$ cat src/hw/rtl/bm25_pkg.sv
// shared types, constants and elaboration-time log table functions
// for the per-class bm25 scorer; no dependencies
package bm25_pkg;

    typedef enum logic [3:0] {
        ST_CLEAR,
        ST_IDLE,
        ST_TRAIN_RD,
        ST_TRAIN_WR,
        ST_CNT_RD,
        ST_CNT_ACC,
        ST_SC_RD,
        ST_SC_NORM,
        ST_SC_NDIV,
        ST_SC_DEN,
        ST_SC_TDIV,
        ST_SC_ACC,
        ST_EMIT
    } bm25_state_t;

    typedef enum logic [1:0] {
        MODE_TRAIN = 2'd0,
        MODE_SCORE = 2'd1,
        MODE_EMIT  = 2'd2,
        MODE_NOP   = 2'd3
    } bm25_mode_t;

    typedef enum logic [1:0] {
        REG_SAT_K   = 2'd0,
        REG_LEN_B   = 2'd1,
        REG_IDF_FLR = 2'd2,
        REG_NONE    = 2'd3
    } bm25_reg_t;

    localparam int DIV_NW = 65;   // dividend width
    localparam int DIV_DW = 45;   // divisor width
    localparam int MAX_EMIT = 8;

    localparam logic [12:0] ONE_Q12   = 13'd4096;
    localparam logic [39:0] NORM_MAX  = 40'hFF_FFFF_FFFF;
    localparam logic [39:0] TOTAL_MAX = 40'hFF_FFFF_FFFF;
    localparam logic [63:0] LN2_Q32   = 64'd2977044472;

    localparam logic [15:0] K_RESET     = 16'd6144;
    localparam logic [12:0] B_RESET     = 13'd3072;
    localparam logic [31:0] FLOOR_RESET = 32'd66;

    // log2 in q.24 by repeated squaring of a q.30 mantissa
    function automatic logic [63:0] log2_q24(input logic [63:0] m);
        logic [63:0] e;
        logic [63:0] y;
        logic [63:0] r;
        e = 64'd0;
        for (int j = 0; j < 62; j++) begin
            if ((m >> (e + 64'd1)) != 64'd0) begin
                e = e + 64'd1;
            end
        end
        y = (m << 30) >> e;
        r = e << 24;
        for (int i = 23; i >= 0; i--) begin
            y = (y * y) >> 30;
            if (y >= (64'd2 << 30)) begin
                y = y >> 1;
                r = r | (64'd1 << i);
            end
        end
        return r;
    endfunction

    // ln((2n - 2c + 1) / (2c + 1)) in signed q16.16
    function automatic logic signed [31:0] idf_entry(input int n, input int c);
        logic [63:0] la;
        logic [63:0] ld;
        logic [63:0] mag;
        logic [63:0] v;
        la = log2_q24(64'(2 * (n - c) + 1));
        ld = log2_q24(64'(2 * c + 1));
        mag = (la < ld) ? (ld - la) : (la - ld);
        v = (mag * LN2_Q32 + (64'd1 << 39)) >> 40;
        return (la < ld) ? -$signed(v[31:0]) : $signed(v[31:0]);
    endfunction

endpackage

$ cat src/hw/rtl/bm25_div.sv
// restoring radix-2 divider, one quotient bit per cycle
// depends on bm25_pkg for the operand widths
module bm25_div (
    input  logic                       aclk,
    input  logic                       aresetn,
    input  logic                       start,
    input  logic [bm25_pkg::DIV_NW-1:0] dividend,
    input  logic [bm25_pkg::DIV_DW-1:0] divisor,
    output logic                       done,
    output logic [bm25_pkg::DIV_NW-1:0] quotient
);
    import bm25_pkg::*;

    localparam int CNT_W = $clog2(DIV_NW + 1);

    logic [DIV_NW-1:0] quo_reg, quo_next;
    logic [DIV_DW:0]   rem_reg, rem_next;
    logic [DIV_DW-1:0] den_reg, den_next;
    logic [CNT_W-1:0]  cnt_reg, cnt_next;
    logic              busy_reg, busy_next;
    logic              done_reg, done_next;
    logic [DIV_DW:0]   trial;

    always_comb begin
        quo_next  = quo_reg;
        rem_next  = rem_reg;
        den_next  = den_reg;
        cnt_next  = cnt_reg;
        busy_next = busy_reg;
        done_next = 1'b0;
        trial     = {rem_reg[DIV_DW-1:0], quo_reg[DIV_NW-1]};
        if (start) begin
            quo_next  = dividend;
            rem_next  = '0;
            den_next  = divisor;
            cnt_next  = CNT_W'(DIV_NW);
            busy_next = 1'b1;
        end else if (busy_reg) begin
            if (trial >= {1'b0, den_reg}) begin
                rem_next = trial - {1'b0, den_reg};
                quo_next = {quo_reg[DIV_NW-2:0], 1'b1};
            end else begin
                rem_next = trial;
                quo_next = {quo_reg[DIV_NW-2:0], 1'b0};
            end
            cnt_next = cnt_reg - CNT_W'(1);
            if (cnt_reg == CNT_W'(1)) begin
                busy_next = 1'b0;
                done_next = 1'b1;
            end
        end
    end

    always_ff @(posedge aclk) begin
        if (!aresetn) begin
            busy_reg <= 1'b0;
            done_reg <= 1'b0;
            cnt_reg  <= '0;
        end else begin
            busy_reg <= busy_next;
            done_reg <= done_next;
            cnt_reg  <= cnt_next;
        end
        quo_reg <= quo_next;
        rem_reg <= rem_next;
        den_reg <= den_next;
    end

    assign done     = done_reg;
    assign quotient = quo_reg;
endmodule

$ cat config.mk
export PLATFORM = sky130hd
export DESIGN_NAME = bm25_div
export DESIGN_NICKNAME = d
export VERILOG_FILES = /design/src/hw/rtl/bm25_pkg.sv /design/src/hw/rtl/bm25_div.sv
export SDC_FILE = /design/constraint.sdc
export NUM_CORES = 1
export LEC_CHECK = 0
export BUFFER_PORTS_ARGS = -buffer_cell sky130_fd_sc_hd__buf_2
export CAP_MARGIN = 20
export CORE_UTILIZATION = 55
export DETAILED_ROUTE_END_ITERATION = 7
export HOLD_SLACK_MARGIN = 0.1
export PLACE_DENSITY = 0.82
export REMOVE_ABC_BUFFERS = 1
export SYNTH_ARGS = -nofsm -noshare
export SYNTH_HDL_FRONTEND = slang
export SYNTH_SLANG_ARGS = --single-unit
$ cat constraint.sdc
create_clock -name aclk -period 3.81 [get_ports aclk]
set_clock_uncertainty 0.15 [all_clocks]
set_input_delay 0 -clock aclk [delete_from_list [all_inputs] [get_ports aclk]]
set_output_delay 0 -clock aclk [all_outputs]
set_load 0.1 [all_outputs]
==> reports/metrics.cfg, run 1 <==
[worst_setup_path]
setup.worst_path.end_class=register
cp.required_ps=3990
arrival_ps=3610
start_kind=register
critPathKind=reg -> reg
critPathMaxFanout=30

[detailed_routing]
routedWlPerCell_um=18.54
route.detailed.drc=0
dr_total_vias=8321
totalWireLength_um=26520
ant_nets=0
first_pass_iters=5
routed_via_density=5.819
drt_iter0_markers=776

[synth]
synth_top_family_by_area=compound AO/OA/AOI/OAI gates
ys_seq_elements=164
async_flop_share_pct=0
yosysSeqAreaShare_pct=47.12
synth-xor-area-share_pct=3.765
synth_adder_area_share_pct=6.535
synthFlopType=edfxtp_1
synthSimpleGateAreaFrac_pct=12.06
synth_compound_area_share_pct=17.01
muxShareOfSynthArea_pct=9.076
yosys.cell_types.count=68
synth_area_per_cell_um2=10.08
yosys_warnings=0
synth-edff-count=110
syn_inst=923
synth_area_um2=9305

[sta]
fmaxAchievable_ghz=0.2916
timing.final.crit_share_pct=90.02
slew_headroom_pct=58.25
tightest_slew_ps=623.9
fin_ws_ps=380.4
setup_tns_ps=0
slew_viol_final=0
period_minus_slack_ps=3430
rsz0062_at_grt=false
hold_ws_ps=120.5
finalHoldViolCount=0
setup_viol=0

[global_route]
grt_max_degree=99
grt-ovfl-total=0
antenna_found_initial=0
grt_usage_pct=30.73
grt_pass1_vias=8227
grt_pass1_wl_um=42100

[power]
power_density_nw_per_um2=451.0
ir_worst_vdd_mv=0.3106
total_leakage_power_nw=5.027

[floorplanning]
ios=179
die_w_um=132.1
die_y_um=132.1
num_rows=47
coreArea_um2=16520
die-area_um2=17440
initial_utilization_pct=56.31

[final_layout]
largest_reg_flops=65
syn2layout_area_growth_pct=30.08
nets=1358
final_cells=1430
drive_above_1_share_pct=24.88
antenna_cells=0

[placed_design]
routabilityCongestion=0.9046
dp_cells=1284
dp_hpwl_um=16250
dp_slack_ps=223.1
portBuffers=178

[hold_path]
hp-class=in -> reg

[clock_network]
cts.path.max_buffers=2
cts_htree_levels=4
clk-insertion-delay-late_ps=440
cts_tree=built
cts.clk_slew.worst_paths_ps=70
cts_sinks=164
cts_buffers=17
cts_root_buf=clkbuf_16

[run]
max-cap-violations=0

[outcome]
outcome=complete, no violations

## what timing repair did
action,CTS,global route
hold buffers,113,0
setup endpoints to repair,0,31
setup buffers,0,1
endpoints found under the hold margin,149,0
resized for setup,0,1
## placed cells by master, fill, tap and decap left out, types with 8 or more instances in the layout
cell type and count:
nand3_1 19, a21o_1 16, clkbuf_16 17, nor2_1 80, dfxtp_1 53, mux2_2 67
ha_1 47, nand2_1 83, inv_1 58, o21ai_0 60, xor2_1 16, a211oi_1 36
xnor2_1 24, dlygate4sd3_1 113, mux2i_1 9, nand2b_1 8, o21a_1 9, buf_2 177
edfxtp_1 110, a31oi_1 9, a21oi_1 56, nor3_1 16, nand4_1 10, buf_4 9
o21bai_1 9
## layout make-up
class | count | area [µm²]
clock buffer | 18 | 439.2
inverter | 59 | 221.5
sequential | 164 | 4385
timing repair buffer | 302 | 2136
fill | 1139 | 4420
clock inverter | 14 | 133.9
tap | 220 | 275.3
multi-input combinational | 653 | 4513
## power by group
part	internal (W)	switching [W]
Sequential	0.00207	0.0000973
Combinational	0.000489	0.00110
Clock	0.000885	0.000809
## logic make-up after synthesis
family          Yosys count
fa+ha+maj                48
flops                   164
xor+xnor                 40
simple gates            249
compound gates          240
mux                      76
buf+inv                 106
## cells in the mapped netlist (all sizes together) (10+ instances only)
| cell type | number | area share, % |
|---|---|---|
| a211oi | 37 | 3.0 |
| a21o | 16 | 1.3 |
| a21oi | 56 | 3.0 |
| a31oi | 10 | 0.83 |
| clkbuf | 40 | 1.6 |
| dfxtp | 54 | 12 |
| edfxtp | 110 | 35 |
| ha | 47 | 6.3 |
| inv | 59 | 2.4 |
| mux2 | 67 | 8.1 |
| nand2 | 83 | 3.3 |
| nand3 | 19 | 1.0 |
| nand4 | 10 | 0.67 |
| nor2 | 80 | 3.2 |
| nor3 | 16 | 0.86 |
| o21ai | 63 | 3.5 |
| xnor2 | 24 | 2.3 |
| xor2 | 16 | 1.5 |
## path summary, 6_finish.rpt
kind,startpoint,to,slack [ps],depth (start not counted)
min reg2reg,rem_reg[39],rem_reg[39],340,2
max reg2reg,quotient[64],rem_reg[18],380,14
max,quotient[64],rem_reg[18],380,14
min,divisor[5],den_reg[5],120,2
## worst max-delay path, stage by stage, from the launching register on
cell and delay, ps:
edfxtp_1 400, inv_1 80, ha_1 170, inv_1 60, fa_1 430, a211oi_2 270
o21ai_1 180, a31oi_4 270, o221ai_2 220, o21ai_2 250, o21ai_4 130, buf_4 260
nand2_1 80, o21ai_0 90, a211oi_1 280
## per-stage QoR
step	area, µm²	utilization (%)	power (W)
2_1_floorplan	9114	-	0.003324
3_3_place_gp	10380	62.78	0.003628
3_5_place_dp	10380	62.78	0.003649
4_1_cts	12080	73.10	0.005419
5_1_grt	12100	73.25	0.005660
6_report	12100	73.25	0.005459
## per-layer routing
layer  global-route usage [%]  vias up  part of all wire [%]
met5                        0        -                     0
met4                    13.70        0                   3.7
met3                    6.421       72                   6.9
met2                    53.41      432                    50
met1                    36.64     3895                    39
li1                         -     3922                     -
Power figures use the tool's default switching activity.
==> run 2: changes to the inputs <==
--- a/config.mk
+++ b/config.mk
@@ -7,10 +7,12 @@
 export LEC_CHECK = 0
 export BUFFER_PORTS_ARGS = -buffer_cell sky130_fd_sc_hd__buf_2
 export CAP_MARGIN = 20
-export CORE_UTILIZATION = 55
+export CELL_PAD_IN_SITES_DETAIL_PLACEMENT = 0
+export CELL_PAD_IN_SITES_GLOBAL_PLACEMENT = 1
+export CORE_UTILIZATION = 43
 export DETAILED_ROUTE_END_ITERATION = 7
 export HOLD_SLACK_MARGIN = 0.1
-export PLACE_DENSITY = 0.82
+export PLACE_DENSITY = 0.83
 export REMOVE_ABC_BUFFERS = 1
 export SYNTH_ARGS = -nofsm -noshare
 export SYNTH_HDL_FRONTEND = slang
==> reports/metrics.cfg, run 2 (synthesized netlist as in run 1, its figures left out) <==
[worst_setup_path]
start_kind=register
critPathKind=reg -> reg
rr_startpoint=quotient[64]
arrival_ps=3670
r2r_slack_ps=330
cp.required_ps=4010
r2r_end=rem_reg[11]
reg2regPathDepth=15
setup.worst_path.end_class=register
critPathMaxFanout=18

[clock_network]
cts_sinks=164
cts_root_buf=clkbuf_16
cts.clk_slew.worst_paths_ps=70
cts_buffers=17
cts_htree_levels=4
post-cts-setup-buffers=0
clk-insertion-delay-late_ps=440
cts.path.max_buffers=2
cts_tree=built

[sta]
slew_headroom_pct=45.05
finalHoldViolCount=0
timing.final.crit_share_pct=91.30
tightest_slew_ps=824.3
period_minus_slack_ps=3478
setup_tns_ps=0
slew_viol_final=0
fin_ws_ps=331.6
fmaxAchievable_ghz=0.2875
rsz0062_at_grt=false
setup_viol=0

[outcome]
outcome=complete, no violations

[power]
p_clk_share_pct=31.7
power_density_nw_per_um2=447.8
seq_power_share_pct=39.5
power.switching_w=0.002019
p_int_w=0.003452
power_frac_comb_pct=28.9
sw_frac_of_total_pct=36.90
total_leakage_power_nw=5.051
ir_worst_vdd_mv=0.2834

[detailed_routing]
totalWireLength_um=24500
ant_nets=0
routed_via_density=5.291
route.detailed.drc=0
dr_total_vias=7873
drt_iter0_markers=409
first_pass_iters=5
routedWlPerCell_um=16.46

[floorplanning]
die-area_um2=22230
ios=179
initial_utilization_pct=44.13
coreArea_um2=21090
num_rows=53
die_w_um=149.1
die_y_um=149.1

[final_layout]
syn2layout_area_growth_pct=31.28
largest_reg_flops=65
nets=1361
multi_input_area_um2=4532
regArea_um2=4385
antenna_cells=0
final_cells=1488
final_cell_mix=buf_2 (177), dlygate4sd3_1 (112), edfxtp_1 (110), nand2_1 (83), nor2_1 (80)
final_area_um2=12220
final_common_cell=buf_2
final_util_pct=57.93
drive_above_1_share_pct=25.14
nFillCells=1814

[placed_design]
portBuffers=178
dpl_cell_area_um2=10480
dp_hpwl_um=16590
routabilityCongestion=0.8508
dp_cells=1344
dp_slack_ps=131.1

[global_route]
grt_pass1_vias=7756
antenna_found_initial=0
grt_max_degree=98
grt-ovfl-total=0
grt_usage_pct=22.69
grt_pass1_wl_um=39300

[hold_path]
hp-class=in -> reg
min_from=divisor[9]
min_path_cells=2
min_to=den_reg[9]

[run]
max-cap-violations=0

run 2: cell count changes in the layout (fill, tap and decap cells not counted), moves of 2 or more:
| cell | change |
|---|---|
| buf_4 | +5 |
| clkinv_4 | +2 |
| clkinv_8 | +2 |
| clkinvlp_4 | -2 |
| inv_6 | -3 |
| inv_8 | +2 |
run 2: cell type report:
class | instances | area share [%]
Inverter | 59 | 1.813
Sequential cell | 164 | 35.90
Timing Repair Buffer | 305 | 17.55
Clock buffer | 18 | 3.513
Clock inverter | 14 | 1.311
Tap cell | 275 | 2.817
Multi-Input combinational cell | 653 | 37.10
run 2: how the worst max path moves through the flow:
stage	from	endpoint	slack, ps	cells after the start
after floorplan	quotient[64]	rem_reg[44]	-540	13
after global placement	quotient[64]	rem_reg[44]	230	13
after detailed placement	quotient[64]	rem_reg[36]	130	13
after CTS	quotient[64]	rem_reg[44]	140	13
after global routing	quotient[64]	rem_reg[36]	30	13
final	quotient[64]	rem_reg[11]	330	15
run 2: what timing repair did:
item                                   4_1_cts  5_1_grt
resized for setup                            0        3
setup endpoints to repair                    0        5
hold buffers                               112        0
endpoints found under the hold margin      159        0
run 2: through the flow:
| stage | total power [W] | hold slack, ps |
|---|---|---|
| after floorplan | 0.003324 | -77.24 |
| after global placement | 0.003655 | 27.54 |
| after detailed placement | 0.003662 | 28.10 |
| after CTS | 0.005493 | 101.4 |
| after global routing | 0.005706 | 119.6 |
| final | 0.005471 | 122.9 |
run 2: worst max-delay path: stages, from the launching register on:
cell	delay [ps]
edfxtp_1	390
inv_1	70
ha_1	160
inv_1	50
fa_1	440
a211oi_2	270
o21ai_1	180
a31oi_4	280
o221ai_2	140
o21ai_2	240
o21ai_4	200
buf_4	250
buf_4	180
nand2_1	60
o21ai_0	70
a211oi_1	220
run 2: routing by layer:
| metal | vias to the layer above | GRT usage (%) | share of wire (%) |
|---|---|---|---|
| li1 | 3933 | - | - |
| met1 | 3674 | 28.73 | 45 |
| met2 | 226 | 37.88 | 48 |
| met3 | 40 | 5.413 | 5.6 |
| met4 | 0 | 7.602 | 2.0 |
| met5 | - | 0 | 0 |
run 2: power groups by stage:
stage / Combinational (W) / Clock [W] / Sequential [W]
3_3_place_gp: 0.00146 / 0 / 0.00219
5_1_grt: 0.00169 / 0.00184 / 0.00218
2_1_floorplan: 0.000597 / 0 / 0.00273
6_report: 0.00158 / 0.00173 / 0.00216
3_5_place_dp: 0.00147 / 0 / 0.00219
4_1_cts: 0.00156 / 0.00177 / 0.00216
==> run 3: changes to the inputs <==
--- a/config.mk
+++ b/config.mk
@@ -12,7 +12,7 @@
 export CORE_UTILIZATION = 43
 export DETAILED_ROUTE_END_ITERATION = 7
 export HOLD_SLACK_MARGIN = 0.1
-export PLACE_DENSITY = 0.83
+export PLACE_DENSITY = 0.88
 export REMOVE_ABC_BUFFERS = 1
 export SYNTH_ARGS = -nofsm -noshare
 export SYNTH_HDL_FRONTEND = slang
==> reports/metrics.cfg, run 3 (synthesized netlist as in run 1, its figures left out) <==
[outcome]
outcome=complete, no violations

[clock_network]
cts_root_buf=clkbuf_16
cts_buffers=17
cts.path.max_buffers=2
cts_sinks=164
cts_tree=built
clk-insertion-delay-late_ps=440
cts.clk_slew.worst_paths_ps=70
cts_htree_levels=4

[sta]
rsz0062_at_grt=false
period_minus_slack_ps=3521
slew_headroom_pct=33.79
setup_viol=0
timing.final.crit_share_pct=92.42
tightest_slew_ps=992.1
finalHoldViolCount=0
fmaxAchievable_ghz=0.2840
slew_viol_final=0
setup_tns_ps=0

[final_layout]
nets=1373
final_cells=1501
final_common_cell=buf_2
final_area_um2=12360
final_cell_mix=buf_2 (177), dlygate4sd3_1 (125), edfxtp_1 (110), nand2_1 (83), nor2_1 (78)
largest_reg_flops=65
drive_above_1_share_pct=24.98
syn2layout_area_growth_pct=32.81

[power]
ir_worst_vdd_mv=0.3245
power_density_nw_per_um2=446.4
power.switching_w=0.002046
total_leakage_power_nw=5.108
power_frac_comb_pct=29.2
p_clk_share_pct=31.5
seq_power_share_pct=39.3
sw_frac_of_total_pct=37.09
p_int_w=0.003470
power.total_w=0.005516

[worst_setup_path]
reg2regPathDepth=15
r2r_slack_ps=290
cp.required_ps=4010
crit_end=rem_reg[36]
rr_startpoint=quotient[64]
arrival_ps=3720
startpoint=quotient[64]
r2r_end=rem_reg[36]
start_kind=register
critPathKind=reg -> reg
setup.worst_path.end_class=register
critPathMaxFanout=19

[placed_design]
dpl_cell_area_um2=10450
dp_hpwl_um=16910
dp_cells=1339
routabilityCongestion=0.9216
portBuffers=178

[detailed_routing]
routedWlPerCell_um=17.61
first_pass_iters=5
totalWireLength_um=26430
dr_total_vias=8132
drt_iter0_markers=649
routed_via_density=5.418
route.detailed.drc=0
ant_nets=0

[global_route]
grt_pass1_vias=8148
grt-ovfl-total=0
grt_usage_pct=24.29
grt_max_degree=67
grt_pass1_wl_um=41840
antenna_found_initial=1

[floorplanning]
num_rows=53
ios=179
coreArea_um2=21090
initial_utilization_pct=44.13
die_w_um=149.1
die_y_um=149.1
die-area_um2=22230

[run]
max-cap-violations=0

[hold_path]
hp-class=in -> reg

## run 3: cell count changes in the layout (fill, tap and decap cells not counted), sizes merged
cell / before / now
buf: 193 / 192
clkbuf: 18 / 17
clkinv: 6 / 8
diode: 0 / 1
dlygate4sd3: 112 / 125
inv: 67 / 66
## run 3: worst min path at each step
stage / start / to / cells past startpoint
after floorplan: start / rem_reg[0] / 1
after global placement: divisor[21] / den_reg[21] / 1
after detailed placement: divisor[21] / den_reg[21] / 1
after CTS: divisor[12] / den_reg[12] / 2
after global routing: divisor[31] / den_reg[31] / 2
final: divisor[3] / den_reg[3] / 2
## run 3: through the flow
stage	hold WS, ps	util, %	setup WS [ps]
floorplan	-77.24	-	-537.0
global placement	27.53	49.54	292.9
detailed placement	28.09	49.54	177.3
CTS	107.2	58.34	124.3
global route	113.0	58.59	8.102
finish	116.5	58.60	288.7
## run 3: power groups by stage
stage          clock, W  combinational (W)  sequential, W
2_1_floorplan         0           0.000597        0.00273
6_report        0.00174            0.00161        0.00217
3_3_place_gp          0            0.00146        0.00219
5_1_grt         0.00185            0.00171        0.00218
4_1_cts         0.00178            0.00158        0.00216
3_5_place_dp          0            0.00147        0.00219
## run 3: area by class of cell
type                       instances  area [µm²]
tap                              275       344.1
sequential                       164        4385
clock inverter                    15       180.2
inverter                          59       221.5
clock buffer                      17       425.4
fill                            1774        8730
multi-input combinational        653        4521
antenna                            1       2.502
timing repair buffer             317        2278
## run 3: worst max-delay path, stage by stage (launching register included)
cell and delay (ps):
edfxtp_1 400, inv_1 70, ha_1 160, inv_1 50, fa_1 430, a211oi_1 320
o21ai_1 200, a31oi_4 290, o221ai_2 240, o21ai_2 260, o21ai_4 90, buf_12 160
buf_12 150, nand2_1 160, nor2_1 70, nor4_1 230
## run 3: metal layers
metal  vias to the layer above  track usage, %  part of all wire (%)
met3                        39           6.208                   6.4
met2                       287           41.65                    50
met1                      3846           29.56                    42
met5                         -               0                     0
li1                       3960               -                     -
met4                         0           8.061                   1.9
## run 3: timing repair
| item | CTS | global route |
|---|---|---|
| endpoints found under the setup margin | 0 | 25 |
| buffers inserted | 0 | 4 |
| endpoints found under the hold margin | 151 | 0 |
| resized for setup | 0 | 2 |
| hold buffers | 125 | 0 |
